$ cat src/design/srtf_pkg.sv
`timescale 1ns / 1ps
package srtf_pkg;

	localparam int QUEUE_DEPTH = 16;
	localparam int IDX_W = (QUEUE_DEPTH > 1) ? $clog2(QUEUE_DEPTH) : 1;

	localparam logic [47:0] SUM_MAX = 48'hFFFF_FFFF_FFFF;
	localparam logic [15:0] CNT_MAX = 16'hFFFF;

	localparam logic CMD_JOB = 1'b0;
	localparam logic CMD_END = 1'b1;

	typedef struct packed {
		logic        command;
		logic [15:0] job_id;
		logic [31:0] arrive_time;
		logic [15:0] burst;
	} in_word_t;

	typedef struct packed {
		logic [15:0] done_id;
		logic [31:0] finish_time;
		logic [31:0] turnaround;
		logic        is_summary;
		logic [47:0] turnaround_sum;
		logic [15:0] jobs_done;
		logic        overflow;
		logic        last;
	} out_word_t;

	typedef struct packed {
		logic        load_in;
		logic        scan_clear;
		logic        scan_step;
		logic        start_clock;
		logic        clamp_arrival;
		logic        complete;
		logic        drain_mode;
		logic        preempt;
		logic        jump_clock;
		logic        insert;
		logic        mark_overflow;
		logic        emit_job;
		logic        emit_summary;
		logic        emit_last;
		logic        clear_all;
	} dp_cmd_t;

	typedef struct packed {
		logic        is_end;
		logic        started;
		logic        scan_done;
		logic        found;
		logic        before_arrival;
		logic        ends_by_arrival;
		logic        any_valid;
		logic        out_busy;
	} dp_sts_t;

endpackage

$ cat src/design/srtf_datapath.sv
`timescale 1ns / 1ps
module srtf_datapath (
	input  logic                clk,
	input  logic                arst_n,
	input  srtf_pkg::in_word_t  in_word,
	input  srtf_pkg::dp_cmd_t   cmd,
	output srtf_pkg::dp_sts_t   sts,
	output srtf_pkg::out_word_t out_word,
	input  logic                out_busy
);
	localparam int D = srtf_pkg::QUEUE_DEPTH;
	localparam int W = srtf_pkg::IDX_W;

	logic [15:0] id_q [D];
	logic [31:0] arr_q [D];
	logic [15:0] rem_q [D];
	logic [15:0] age_q [D];
	logic [D-1:0] valid_q;

	srtf_pkg::in_word_t in_q;
	logic [31:0] clock_q;
	logic        started_q;
	logic [47:0] sum_q;
	logic [15:0] cnt_q;
	logic        ovf_q;
	logic [31:0] arr_eff_q;

	logic [W:0]   scan_q;
	logic         found_q;
	logic [W-1:0] best_q;
	logic [15:0]  brem_q;
	logic [15:0]  bage_q;

	logic [W-1:0] sidx;
	logic         better;
	logic [32:0]  end_w;
	logic [31:0]  fin;
	logic [31:0]  ta;
	logic [48:0]  sum_n;
	logic [47:0]  sum_sat;
	logic [15:0]  cnt_inc;
	logic [W-1:0] free_idx;
	logic         has_free;

	assign sidx = scan_q[W-1:0];
	assign better = valid_q[sidx] && (!found_q || rem_q[sidx] < brem_q ||
		(rem_q[sidx] == brem_q && age_q[sidx] > bage_q));
	assign end_w = {1'b0, clock_q} + {17'd0, brem_q};
	assign fin = cmd.drain_mode ? (end_w[32] ? 32'hFFFF_FFFF : end_w[31:0]) : end_w[31:0];
	assign ta = (fin >= arr_q[best_q]) ? fin - arr_q[best_q] : 32'd0;
	assign sum_n = {1'b0, sum_q} + {17'd0, ta};
	assign sum_sat = sum_n[48] ? srtf_pkg::SUM_MAX : sum_n[47:0];
	assign cnt_inc = (cnt_q != srtf_pkg::CNT_MAX) ? cnt_q + 16'd1 : cnt_q;

	always_comb begin
		free_idx = '0;
		has_free = 1'b0;
		for (int i = D - 1; i >= 0; i--) begin
			if (!valid_q[i]) begin
				free_idx = W'(i);
				has_free = 1'b1;
			end
		end
	end

	assign sts.is_end = (in_q.command == srtf_pkg::CMD_END);
	assign sts.started = started_q;
	assign sts.scan_done = (scan_q == (W+1)'(D));
	assign sts.found = found_q;
	assign sts.before_arrival = clock_q < arr_eff_q;
	assign sts.ends_by_arrival = end_w <= {1'b0, arr_eff_q};
	assign sts.any_valid = |valid_q;
	assign sts.out_busy = out_busy;

	always_ff @(posedge clk or negedge arst_n) begin
		if (!arst_n) begin
			valid_q <= '0;
			clock_q <= '0;
			started_q <= 1'b0;
			sum_q <= '0;
			cnt_q <= '0;
			ovf_q <= 1'b0;
			scan_q <= '0;
			found_q <= 1'b0;
		end else begin
			if (cmd.load_in) begin
				in_q <= in_word;
				arr_eff_q <= in_word.arrive_time;
			end
			if (cmd.start_clock) begin
				clock_q <= in_q.arrive_time;
				started_q <= 1'b1;
			end
			if (cmd.clamp_arrival && in_q.arrive_time < clock_q)
				arr_eff_q <= clock_q;
			if (cmd.scan_clear) begin
				scan_q <= '0;
				found_q <= 1'b0;
			end
			if (cmd.scan_step) begin
				if (better) begin
					found_q <= 1'b1;
					best_q <= sidx;
					brem_q <= rem_q[sidx];
					bage_q <= age_q[sidx];
				end
				scan_q <= scan_q + 1'b1;
			end
			if (cmd.complete) begin
				valid_q[best_q] <= 1'b0;
				clock_q <= fin;
				sum_q <= sum_sat;
				cnt_q <= cnt_inc;
			end
			if (cmd.preempt) begin
				rem_q[best_q] <= brem_q - 16'(arr_eff_q - clock_q);
				clock_q <= arr_eff_q;
			end
			if (cmd.jump_clock)
				clock_q <= arr_eff_q;
			if (cmd.insert) begin
				if (has_free) begin
					for (int i = 0; i < D; i++)
						if (valid_q[i] && age_q[i] != 16'hFFFF)
							age_q[i] <= age_q[i] + 16'd1;
					id_q[free_idx] <= in_q.job_id;
					arr_q[free_idx] <= arr_eff_q;
					rem_q[free_idx] <= in_q.burst;
					age_q[free_idx] <= '0;
					valid_q[free_idx] <= 1'b1;
				end else begin
					ovf_q <= 1'b1;
				end
			end
			if (cmd.clear_all) begin
				valid_q <= '0;
				clock_q <= '0;
				started_q <= 1'b0;
				sum_q <= '0;
				cnt_q <= '0;
				ovf_q <= 1'b0;
			end
		end
	end

	always_comb begin
		if (cmd.emit_summary) begin
			out_word.done_id = '0;
			out_word.finish_time = clock_q;
			out_word.turnaround = '0;
			out_word.is_summary = 1'b1;
			out_word.turnaround_sum = sum_q;
			out_word.jobs_done = cnt_q;
			out_word.overflow = ovf_q;
			out_word.last = 1'b1;
		end else begin
			out_word.done_id = id_q[best_q];
			out_word.finish_time = fin;
			out_word.turnaround = ta;
			out_word.is_summary = 1'b0;
			out_word.turnaround_sum = sum_sat;
			out_word.jobs_done = cnt_inc;
			out_word.overflow = ovf_q;
			out_word.last = 1'b0;
		end
	end
endmodule

$ cat src/design/srtf_ctrl.sv
`timescale 1ns / 1ps
module srtf_ctrl (
	input  logic              clk,
	input  logic              arst_n,
	input  logic              in_valid,
	output logic              in_stall,
	input  srtf_pkg::dp_sts_t sts,
	output srtf_pkg::dp_cmd_t cmd
);
	localparam logic [2:0] S_IDLE = 3'd0;
	localparam logic [2:0] S_PREP = 3'd1;
	localparam logic [2:0] S_SCAN = 3'd2;
	localparam logic [2:0] S_DEC  = 3'd3;
	localparam logic [2:0] S_SUMM = 3'd4;

	logic [2:0] state_q;
	logic [2:0] state_n;

	assign in_stall = (state_q != S_IDLE);

	always_comb begin
		cmd = '0;
		state_n = state_q;
		unique case (state_q)
			S_IDLE: begin
				if (in_valid) begin
					cmd.load_in = 1'b1;
					state_n = S_PREP;
				end
			end
			S_PREP: begin
				cmd.scan_clear = 1'b1;
				if (sts.is_end) begin
					state_n = S_SCAN;
				end else if (!sts.started) begin
					cmd.start_clock = 1'b1;
					state_n = S_SCAN;
				end else begin
					cmd.clamp_arrival = 1'b1;
					state_n = S_SCAN;
				end
			end
			S_SCAN: begin
				if (sts.scan_done)
					state_n = S_DEC;
				else
					cmd.scan_step = 1'b1;
			end
			S_DEC: begin
				cmd.drain_mode = sts.is_end;
				if (sts.is_end) begin
					if (sts.found) begin
						if (!sts.out_busy) begin
							cmd.complete = 1'b1;
							cmd.emit_job = 1'b1;
							cmd.scan_clear = 1'b1;
							state_n = S_SCAN;
						end
					end else begin
						state_n = S_SUMM;
					end
				end else if (sts.before_arrival && sts.found && sts.ends_by_arrival) begin
					if (!sts.out_busy) begin
						cmd.complete = 1'b1;
						cmd.emit_job = 1'b1;
						cmd.scan_clear = 1'b1;
						state_n = S_SCAN;
					end
				end else if (!sts.out_busy) begin
					if (sts.before_arrival) begin
						if (sts.found)
							cmd.preempt = 1'b1;
						else
							cmd.jump_clock = 1'b1;
					end
					cmd.insert = 1'b1;
					cmd.emit_last = 1'b1;
					state_n = S_IDLE;
				end
			end
			S_SUMM: begin
				if (!sts.out_busy) begin
					cmd.emit_summary = 1'b1;
					cmd.clear_all = 1'b1;
					state_n = S_IDLE;
				end
			end
			default: state_n = S_IDLE;
		endcase
	end

	always_ff @(posedge clk or negedge arst_n) begin
		if (!arst_n) begin
			state_q <= S_IDLE;
		end else begin
			state_q <= state_n;
		end
	end
endmodule

$ cat src/design/srtf_outq.sv
`timescale 1ns / 1ps
module srtf_outq (
	input  logic                clk,
	input  logic                arst_n,
	input  srtf_pkg::out_word_t wr_word,
	input  logic                wr_valid,
	input  logic                wr_defer,
	input  logic                flush,
	output logic                wr_full,
	output srtf_pkg::out_word_t rd_word,
	output logic                rd_valid,
	input  logic                rd_stall
);
	srtf_pkg::out_word_t hold_q;
	logic                hv_q;
	srtf_pkg::out_word_t pb_q;
	logic                pv_q;
	srtf_pkg::out_word_t pb_fin;

	// a job word waits here until it is known whether it is the final one
	always_comb begin
		pb_fin = pb_q;
		pb_fin.last = 1'b1;
	end

	assign wr_full = hv_q && rd_stall;

	always_ff @(posedge clk or negedge arst_n) begin
		if (!arst_n) begin
			hv_q <= 1'b0;
			pv_q <= 1'b0;
		end else begin
			if (wr_valid && !wr_defer) begin
				hold_q <= wr_word;
				hv_q <= 1'b1;
			end else if (wr_valid && pv_q) begin
				hold_q <= pb_q;
				hv_q <= 1'b1;
			end else if (flush && pv_q) begin
				hold_q <= pb_fin;
				hv_q <= 1'b1;
			end else if (!rd_stall) begin
				hv_q <= 1'b0;
			end
			if (wr_valid && wr_defer) begin
				pb_q <= wr_word;
				pv_q <= 1'b1;
			end else if (flush) begin
				pv_q <= 1'b0;
			end
		end
	end
	assign rd_word = hold_q;
	assign rd_valid = hv_q;
endmodule

$ cat src/design/preemptive_srtf_scheduler.sv
`timescale 1ns / 1ps
// Flow: the input stays stalled through prep, a queue scan and the decision, so a
// new word is taken only after the last one is done; each completion adds a rescan,
// and an end word adds a summary step. Output: a job result reaches the port at the
// next decision (completion or insert) of the same input, or at once while an end
// word drains; a stalled output holds every decision.
// Reset: asynchronous, active low; clears valid bits, clock, sum, count and flags.
module preemptive_srtf_scheduler (
	input  logic                clk,
	input  logic                arst_n,
	input  logic                in_valid,
	output logic                in_stall,
	input  srtf_pkg::in_word_t  in_word,
	output logic                out_valid,
	input  logic                out_stall,
	output srtf_pkg::out_word_t out_word
);
	srtf_pkg::dp_cmd_t   cmd;
	srtf_pkg::dp_sts_t   sts;
	srtf_pkg::out_word_t dp_word;
	logic                oq_full;

	srtf_ctrl u_ctrl (
		.clk(clk), .arst_n(arst_n), .in_valid(in_valid), .in_stall(in_stall),
		.sts(sts), .cmd(cmd)
	);

	srtf_datapath u_dp (
		.clk(clk), .arst_n(arst_n), .in_word(in_word), .cmd(cmd), .sts(sts),
		.out_word(dp_word), .out_busy(oq_full)
	);

	srtf_outq u_oq (
		.clk(clk), .arst_n(arst_n), .wr_word(dp_word),
		.wr_valid(cmd.emit_job || cmd.emit_summary),
		.wr_defer(cmd.emit_job && !cmd.drain_mode), .flush(cmd.emit_last),
		.wr_full(oq_full), .rd_word(out_word), .rd_valid(out_valid), .rd_stall(out_stall)
	);
endmodule

$ cat config.mk
export PLATFORM = sky130hd
export DESIGN_NAME = preemptive_srtf_scheduler
export DESIGN_NICKNAME = d
export VERILOG_FILES = /design/src/design/srtf_pkg.sv /design/src/design/srtf_datapath.sv /design/src/design/srtf_ctrl.sv /design/src/design/srtf_outq.sv /design/src/design/preemptive_srtf_scheduler.sv
export SDC_FILE = /design/constraint.sdc
export NUM_CORES = 2
export LEC_CHECK = 0
export BUFFER_PORTS_ARGS = -buffer_cell sky130_fd_sc_hd__buf_2
export CAP_MARGIN = 5
export CORE_AREA = 2 2 662 335
export CTS_CLUSTER_SIZE = 28
export DETAILED_ROUTE_END_ITERATION = 6
export DIE_AREA = 0 0 664 337
export GPL_ROUTABILITY_DRIVEN = 0
export GPL_TIMING_DRIVEN = 0
export HOLD_SLACK_MARGIN = 0.02
export PLACE_DENSITY = 0.57
export SLEW_MARGIN = 25
export SYNTH_ARGS = -nofsm -noshare
export SYNTH_HDL_FRONTEND = slang
export SYNTH_SLANG_ARGS = --single-unit
$ cat constraint.sdc
create_clock -name clk -period 18.4 [get_ports clk]
set_input_delay 4.6 -clock clk [delete_from_list [all_inputs] [get_ports clk]]
set_output_delay 4.6 -clock clk [all_outputs]
set_load 0.005 [all_outputs]
### Word-level counts from Yosys, hierarchy flattened

Memory sizes are Yosys's and may differ from the RTL's. A register that Yosys moved wholly into a read port is not among the register bits.
Cells that the tools add are included.

| cells by class | value |
|---|---|
| $add $sub $neg | 23 |
| order comparisons | 11 |
| eq/ne operators | 27 |
| multiplexer cells | 182 |
| bitwise logic cells | 3 |
| reduce and logical (&&, ||, !) cells | 70 |

Operators by type and width:

| operator | number |
|---|---|
| 2-to-1 mux 147 bit | 4 |
| 2-to-1 mux 32 bit | 10 |
| adder 16 x 1 -> 16 bit (second input constant) | 17 |
| != test 16 bit (second input constant) | 17 |
| 2-to-1 mux 48 bit | 3 |
| 2-to-1 mux 1 bit | 119 |
| 2-to-1 mux 16 bit | 7 |
| 2-to-1 mux 4 bit | 18 |
| less-than comparator 32 bit | 2 |
| adder 48 x 32 -> 49 bit | 1 |
| logical AND 1 bit | 47 |
| adder 32 x 16 -> 33 bit | 1 |
| <= comparator 33 x 32 -> 1 bit | 1 |
| greater-or-equal comparator 32 bit | 1 |
| subtractor 16 bit | 2 |
| subtractor 32 bit | 1 |
| 2-to-1 mux 3 bit | 10 |
| bitwise AND 16 bit | 1 |
| equality test 16 bit | 1 |
| > comparator 16 bit | 1 |
| less-than comparator 16 bit | 1 |
| NOT 16 bit | 1 |
| bitwise OR 16 bit | 1 |
| less-than comparator 4 x 5 -> 1 bit (second input constant) | 3 |
| other kinds (22) | 46 |

| word-level totals | value |
|---|---|
| register bits | 552 |
| bits in writable memories | 1280 |
| output and inout bits | 149 |
| logic and storage cells | 355 |
| memories kept | 4 |

Memory list:

| name | words | bits a word | read ports | clocked after Yosys merged registers in | wr ports | RTL line | RTL |
|---|---|---|---|---|---|---|---|
| u_dp.arr_q | 16 | 32 | 1 | 1 | 1 | srtf_datapath.sv:15 | `logic [31:0] arr_q [D];` |
| u_dp.age_q | 16 | 16 | 17 | 0 | 17 | srtf_datapath.sv:17 | `logic [15:0] age_q [D];` |
| u_dp.id_q | 16 | 16 | 1 | 1 | 1 | srtf_datapath.sv:14 | `logic [15:0] id_q [D];` |
| u_dp.rem_q | 16 | 16 | 1 | 0 | 2 | srtf_datapath.sv:16 | `logic [15:0] rem_q [D];` |

### Longest topological paths before layout

| depth | value |
|---|---|
| depth after elaboration | 24 |
| mapped depth | 41 |
| mapped depth without buffers | 36 |

### By module

A second synthesis with hierarchy kept.

| second synthesis, totals | value |
|---|---|
| cell total of the unflattened synthesis | 6382 |
| area, all modules | 87201.1 um2 |

Modules (own cells, without submodules):

| module | times used | cells each | area an instance (um2) | sequential area each (um2) |
|---|---|---|---|---|
| srtf_datapath | 1 | 5868 | 75728.9 | 42951.2 |
| srtf_outq | 1 | 472 | 11131.9 | 8878.5 |
| srtf_ctrl | 1 | 40 | 327.8 | 75.1 |
| preemptive_srtf_scheduler | 1 | 2 | 12.5 | 0.0 |

### Worst setup path after synthesis

OpenSTA, ideal clock, no wires.

| timing path | value |
|---|---|
| kind | input port to flip-flop |
| start | input out_stall |
| end | register u_oq.pb_q, in the netlist u_oq.pb_fin[100], enable pin |
| setup time | 830 ps |
| arrival | 15528 ps |
| data required time | 17570 ps |
| setup slack | 2043 ps |
| stages on the path | 7 |
| cells stage by stage | and2_0 or2_2 clkbuf_1 nor2_1 nor2_1 clkbuf_1 nor3_1 |

| between the ends | value |
|---|---|
| longest elaborated chain between the ends | 8 |
| elaborated cells on any way between the ends | 11 |
| those cells by class | 6 x mux; 5 x reduce/logical |

RTL lines:

| element | RTL line | RTL |
|---|---|---|
| start, declared | preemptive_srtf_scheduler.sv:15 | `input logic out_stall,` |
| logical AND 1 bit * | srtf_outq.sv:26 | `assign wr_full = hv_q && rd_stall;` |
| 2-to-1 mux 1 bit * | srtf_ctrl.sv:53, srtf_ctrl.sv:63, srtf_ctrl.sv:82 |  |
| 2-to-1 mux 1 bit, on equally long branches | srtf_ctrl.sv:62, srtf_ctrl.sv:52 |  |
| 2-to-1 mux 1 bit | srtf_ctrl.sv:51 | `if (sts.is_end) begin` |
| 2-to-1 mux 1 bit | srtf_ctrl.sv:24 | `unique case (state_q)` |
| logical OR 1 bit / logical AND 1 bit (equally long branches) | preemptive_srtf_scheduler.sv:35, preemptive_srtf_scheduler.sv:36 |  |
| logical AND 1 bit * | srtf_outq.sv:45 | `if (wr_valid && wr_defer) begin` |
| AND reduction 2 bit (no source line) * | n/a |  |
| end signal, assigned | srtf_outq.sv:46 | `pb_q <= wr_word;` |
| end, declared | srtf_outq.sv:16 | `srtf_pkg::out_word_t pb_q;` |

Mark *: on every way between the ends. The rest lies on a longest branch, timed or not.
A chain may end at the register's enable or synchronous reset.

==> results summary <==
The run finished with clean final reports. The post-synthesis sequential area ratio is 59.8%. The achievable clock frequency came out at roughly 87 MHz. The number of port buffers is 217. The most used flip-flop cell after synthesis is sky130_fd_sc_hd__edfxtp_1. The number of placement rows came out at 122. No sink is reached through more buffers than the 4 on the longest clock path. After detailed placement, the total cell area comes to 0.0930 sq mm. The number of vias per cell came out at approximately 6.1. The endpoint kind of the worst setup timing path is a register. For the worst setup path, the data required time is 18.99 ns. The classification of the worst-slack hold path is reg -> reg. Measured along the y axis, the die boundary spans 337 um.

In this run the power density over the cells is 155 mW/mm^2. Counting instances in the post-synthesis netlist gives the leading cell types as sky130_fd_sc_hd__edfxtp_1 (1450), sky130_fd_sc_hd__nand2_1 (667), sky130_fd_sc_hd__nor2_1 (524), sky130_fd_sc_hd__mux4_2 (404), sky130_fd_sc_hd__o21ai_0 (322). The synthesis warning total came out at 0.

Summed over all cells, the static leakage comes to 0.0352 uW. In this design, the critical path's most frequently occurring cell is sky130_fd_sc_hd__clkbuf_1. The setup TNS after final layout is 0 ns. The clock network latency to the later pin of the worst-skew pair came out at 0.87 ns. Entering global routing, the biggest net connects 74 pins. The post-cts hold buffer count came out at 0. During I/O placement, the number of pins put on the boundary was 218.

The slew at the pin closest to its max-slew limit came out at 1.24 ns. The aggregate routed wire length came out at ~310000 um. The DRC violations left is 0. The post-route fraction of the period consumed by the critical path came out at 62.4%. The setup path with the least slack is of type reg -> reg. Summed over all layers, the global routing overflow is 0. The effective utilization at floorplan came out at between 30% and 40%. The die footprint came out at 0.224 sq mm. The post-CTS setup buffer count is 0. Counting tap cells, the placed design contains a total of about 10k instances. The arrival time at the worst endpoint is 12.08 ns.

Counting distinct cell types in the post-synthesis netlist gives between 90 and 100. The synthesized netlist net count is between 6k and 7k. The smallest clock period supported by the final layout is computed as 11.49 ns. The final antenna-violating net count came out at 0. The worst hold slack came out at 0.478 ns. The number of global-route vias before repair is 56.0k. TritonCTS built the clock tree. The number of buffers inserted during clock tree synthesis came out at 171. The first TritonRoute pass finished after 7 iterations.

For this run, the post-layout net count is between 7k and 8k. The slowest stage of the critical path belongs to the cell sky130_fd_sc_hd__clkbuf_1. The proportion of netlist area held by the largest area contributor is 50.2%. The fraction of synthesis flops using an asynchronous set or reset pin is 6.81%.

Setup repair after global routing left no endpoint under its margin. Clock-pin slew was measured on the worst setup and hold paths at 0.07 ns. Yosys instantiated no cell more often than sky130_fd_sc_hd__edfxtp_1. The average wire per cell in the routed design came out at 30.5 um.

The relative max-transition margin is 17.5%. The master cell of the clock root buffer is sky130_fd_sc_hd__clkbuf_16. The cell count after synthesis came out at 6521. The initial antenna violation count is 27. The synthesized design contains roughly 1.5k enable-type register cells. The number of hold-slack violations in the final timing report was 0. The number of H-tree levels came out at 4.

From synthesis to final layout, the design area changed by 14.0%. The setup clock skew after layout is 0.0585 ns. The number of design-rule violations left by the first detailed-router iteration came out at 10.3k.

The dominant cell type by area after synthesis is sky130_fd_sc_hd__edfxtp_1. Across all layers, the routed design uses approximately 61k vias. The utilization after layout is between 40% and 50%.

Leaving out filler cells and counting taps, the final layout contains 10.0k. The overall routing resource usage came out at 26.8%. After routing the design area is between 0.09 and 0.1 sq mm. The maximum cell stage delay along the critical path is 0.80 ns.

In the post-synthesis netlist, the biggest area contributors are sky130_fd_sc_hd__edfxtp_1 (50%), sky130_fd_sc_hd__mux4_2 (10%), sky130_fd_sc_hd__dfxtp_1 (6.0%). The fraction of final layout cells with drive strength greater than 1 came out at 18.2%. STA classifies the critical path startpoint as a register. In this run the worst path has a maximum fanout of 10. The quantity of gates resized following cts is 0. Across the VDD grid, the largest voltage drop is 106 uV. The TritonCTS sink count is 1835. In this run the mean area of a mapped cell was 13.3 sq um. The number of synthesized register bits came out at ~1.8k. The max-slew violation count is 0.

The die is approximately 660 um wide. The wire length of the first global-routing pass is 425000 um. The core region is 0.219 sq mm. The mapped netlist covers between 0.08 and 0.09 sq mm.

The sum of net half-perimeters after detailed placement is 228000 um. The total of endpoints with negative setup slack in the final report came out at 0. Max-cap violations in this run came to 0.
-- critical path: cells and delay by family (launching register included) --
family	cells	cell delay (ns)
buffers and inverters	10	4.12
AOI/OAI and AO/OA	11	3.20
and+or+nand+nor	7	1.58
muxes	3	1.21
adders and majority gates	3	0.75
DFF	1	0.30
-- per-stage QoR --
stage | total power (uW) | setup WS [ns]
after global placement | 11300 | -7.36
after floorplan | 9140 | 2.04
after global routing | 15900 | 6.65
final | 15300 | 6.91
after CTS | 15000 | 7.27
after detailed placement | 11400 | 7.38
-- sequential cells by signal (all words and copies together) (netlist names), 16 cells and up, named ones only --
signal and cells:
u_oq.rd_word 147, u_dp.sum_q 48, u_dp.arr_eff_q 32, u_dp.valid_q 16, u_dp.age_q 256, u_dp.arr_q 512
u_dp.clock_q 32, u_dp.cnt_q 16, u_dp.rem_q 256, u_dp.brem_q 16, u_oq.pb_fin 146, u_dp.in_q 64
u_dp.bage_q 16, u_dp.id_q 256
-- metal layers --
| metal | global-route usage, % | up-vias | part of all wire, % |
|---|---|---|---|
| li1 | - | 25477 | - |
| met1 | 42.3 | 30865 | 45 |
| met2 | 31.1 | 4262 | 35 |
| met3 | 14.5 | 373 | 19 |
| met4 | 4.53 | 2 | 1.7 |
| met5 | 0 | - | 0.0033 |
-- power by group --
group / switching (uW) / internal (uW)
Combinational: 4120 / 2160
Sequential: 234 / 5110
Clock: 1660 / 2030
-- cell families (layout without fill, tap and decap cells) --
| kind of cell | count (synthesis) | after routing | synth area share [%] |
|---|---|---|---|
| xor+xnor | 328 | 328 | 3.31 |
| flops | 1835 | 1835 | 59.8 |
| buf+inv | 606 | 1202 | 2.76 |
| mux | 588 | 588 | 12.8 |
| compound gates | 1013 | 1013 | 7.46 |
| simple gates | 1894 | 1894 | 10.0 |
| other cells | 0 | 7 | 0 |
| fa+ha+maj | 257 | 257 | 3.85 |
-- cell usage in the layout (no fill, tap or decap), types with 105 or more instances in the layout --
cell                        count
sky130_fd_sc_hd__clkbuf_1     241
sky130_fd_sc_hd__mux4_2       404
sky130_fd_sc_hd__xnor2_1      179
sky130_fd_sc_hd__inv_1        238
sky130_fd_sc_hd__dfrtp_1      125
sky130_fd_sc_hd__o21ai_0      321
sky130_fd_sc_hd__edfxtp_1    1450
sky130_fd_sc_hd__dfxtp_1      260
sky130_fd_sc_hd__xor2_1       149
sky130_fd_sc_hd__nor3_1       120
sky130_fd_sc_hd__and3_1       105
sky130_fd_sc_hd__buf_2        295
sky130_fd_sc_hd__nand2_1      667
sky130_fd_sc_hd__mux2_2       123
sky130_fd_sc_hd__ha_1         240
sky130_fd_sc_hd__nand3_1      139
sky130_fd_sc_hd__clkbuf_16    179
sky130_fd_sc_hd__a21oi_1      214
sky130_fd_sc_hd__nor2_1       522
-- layout make-up --
cell class | instances | area [sq um]
clock buffer | 221 | 4660
tap | 2914 | 3650
sequential | 1835 | 51900
buffer | 366 | 1670
antenna | 7 | 17.5
fill | 19541 | 120000
clock inverter | 84 | 881
inverter | 240 | 901
multi-input combinational | 4080 | 32700
timing repair buffer | 291 | 2570
-- path summary, 6_finish.rpt --
| path | cells past startpoint | to | startpoint | slack [ns] |
|---|---|---|---|---|
| worst max-delay path | 34 | u_oq.rd_word[48]$_DFFE_PP_ | register | 6.91 |
| worst min-delay path | 2 | u_oq.rd_word[131]$_DFFE_PP_ | u_oq.pb_fin[131]$_DFFE_PP_ | 0.48 |
| worst max register to register | 34 | u_oq.rd_word[48]$_DFFE_PP_ | register | 6.91 |
| worst min register to register | 2 | u_oq.rd_word[131]$_DFFE_PP_ | u_oq.pb_fin[131]$_DFFE_PP_ | 0.48 |
| max in group asynchronous | 2 | u_dp.clock_q[25]$_DFFE_PN0P_ | arst_n | 13.83 |
| min in group asynchronous | 1 | u_dp.sum_q[11]$_DFFE_PN0N_ | arst_n | 3.65 |
Power figures use the tool's default switching activity.
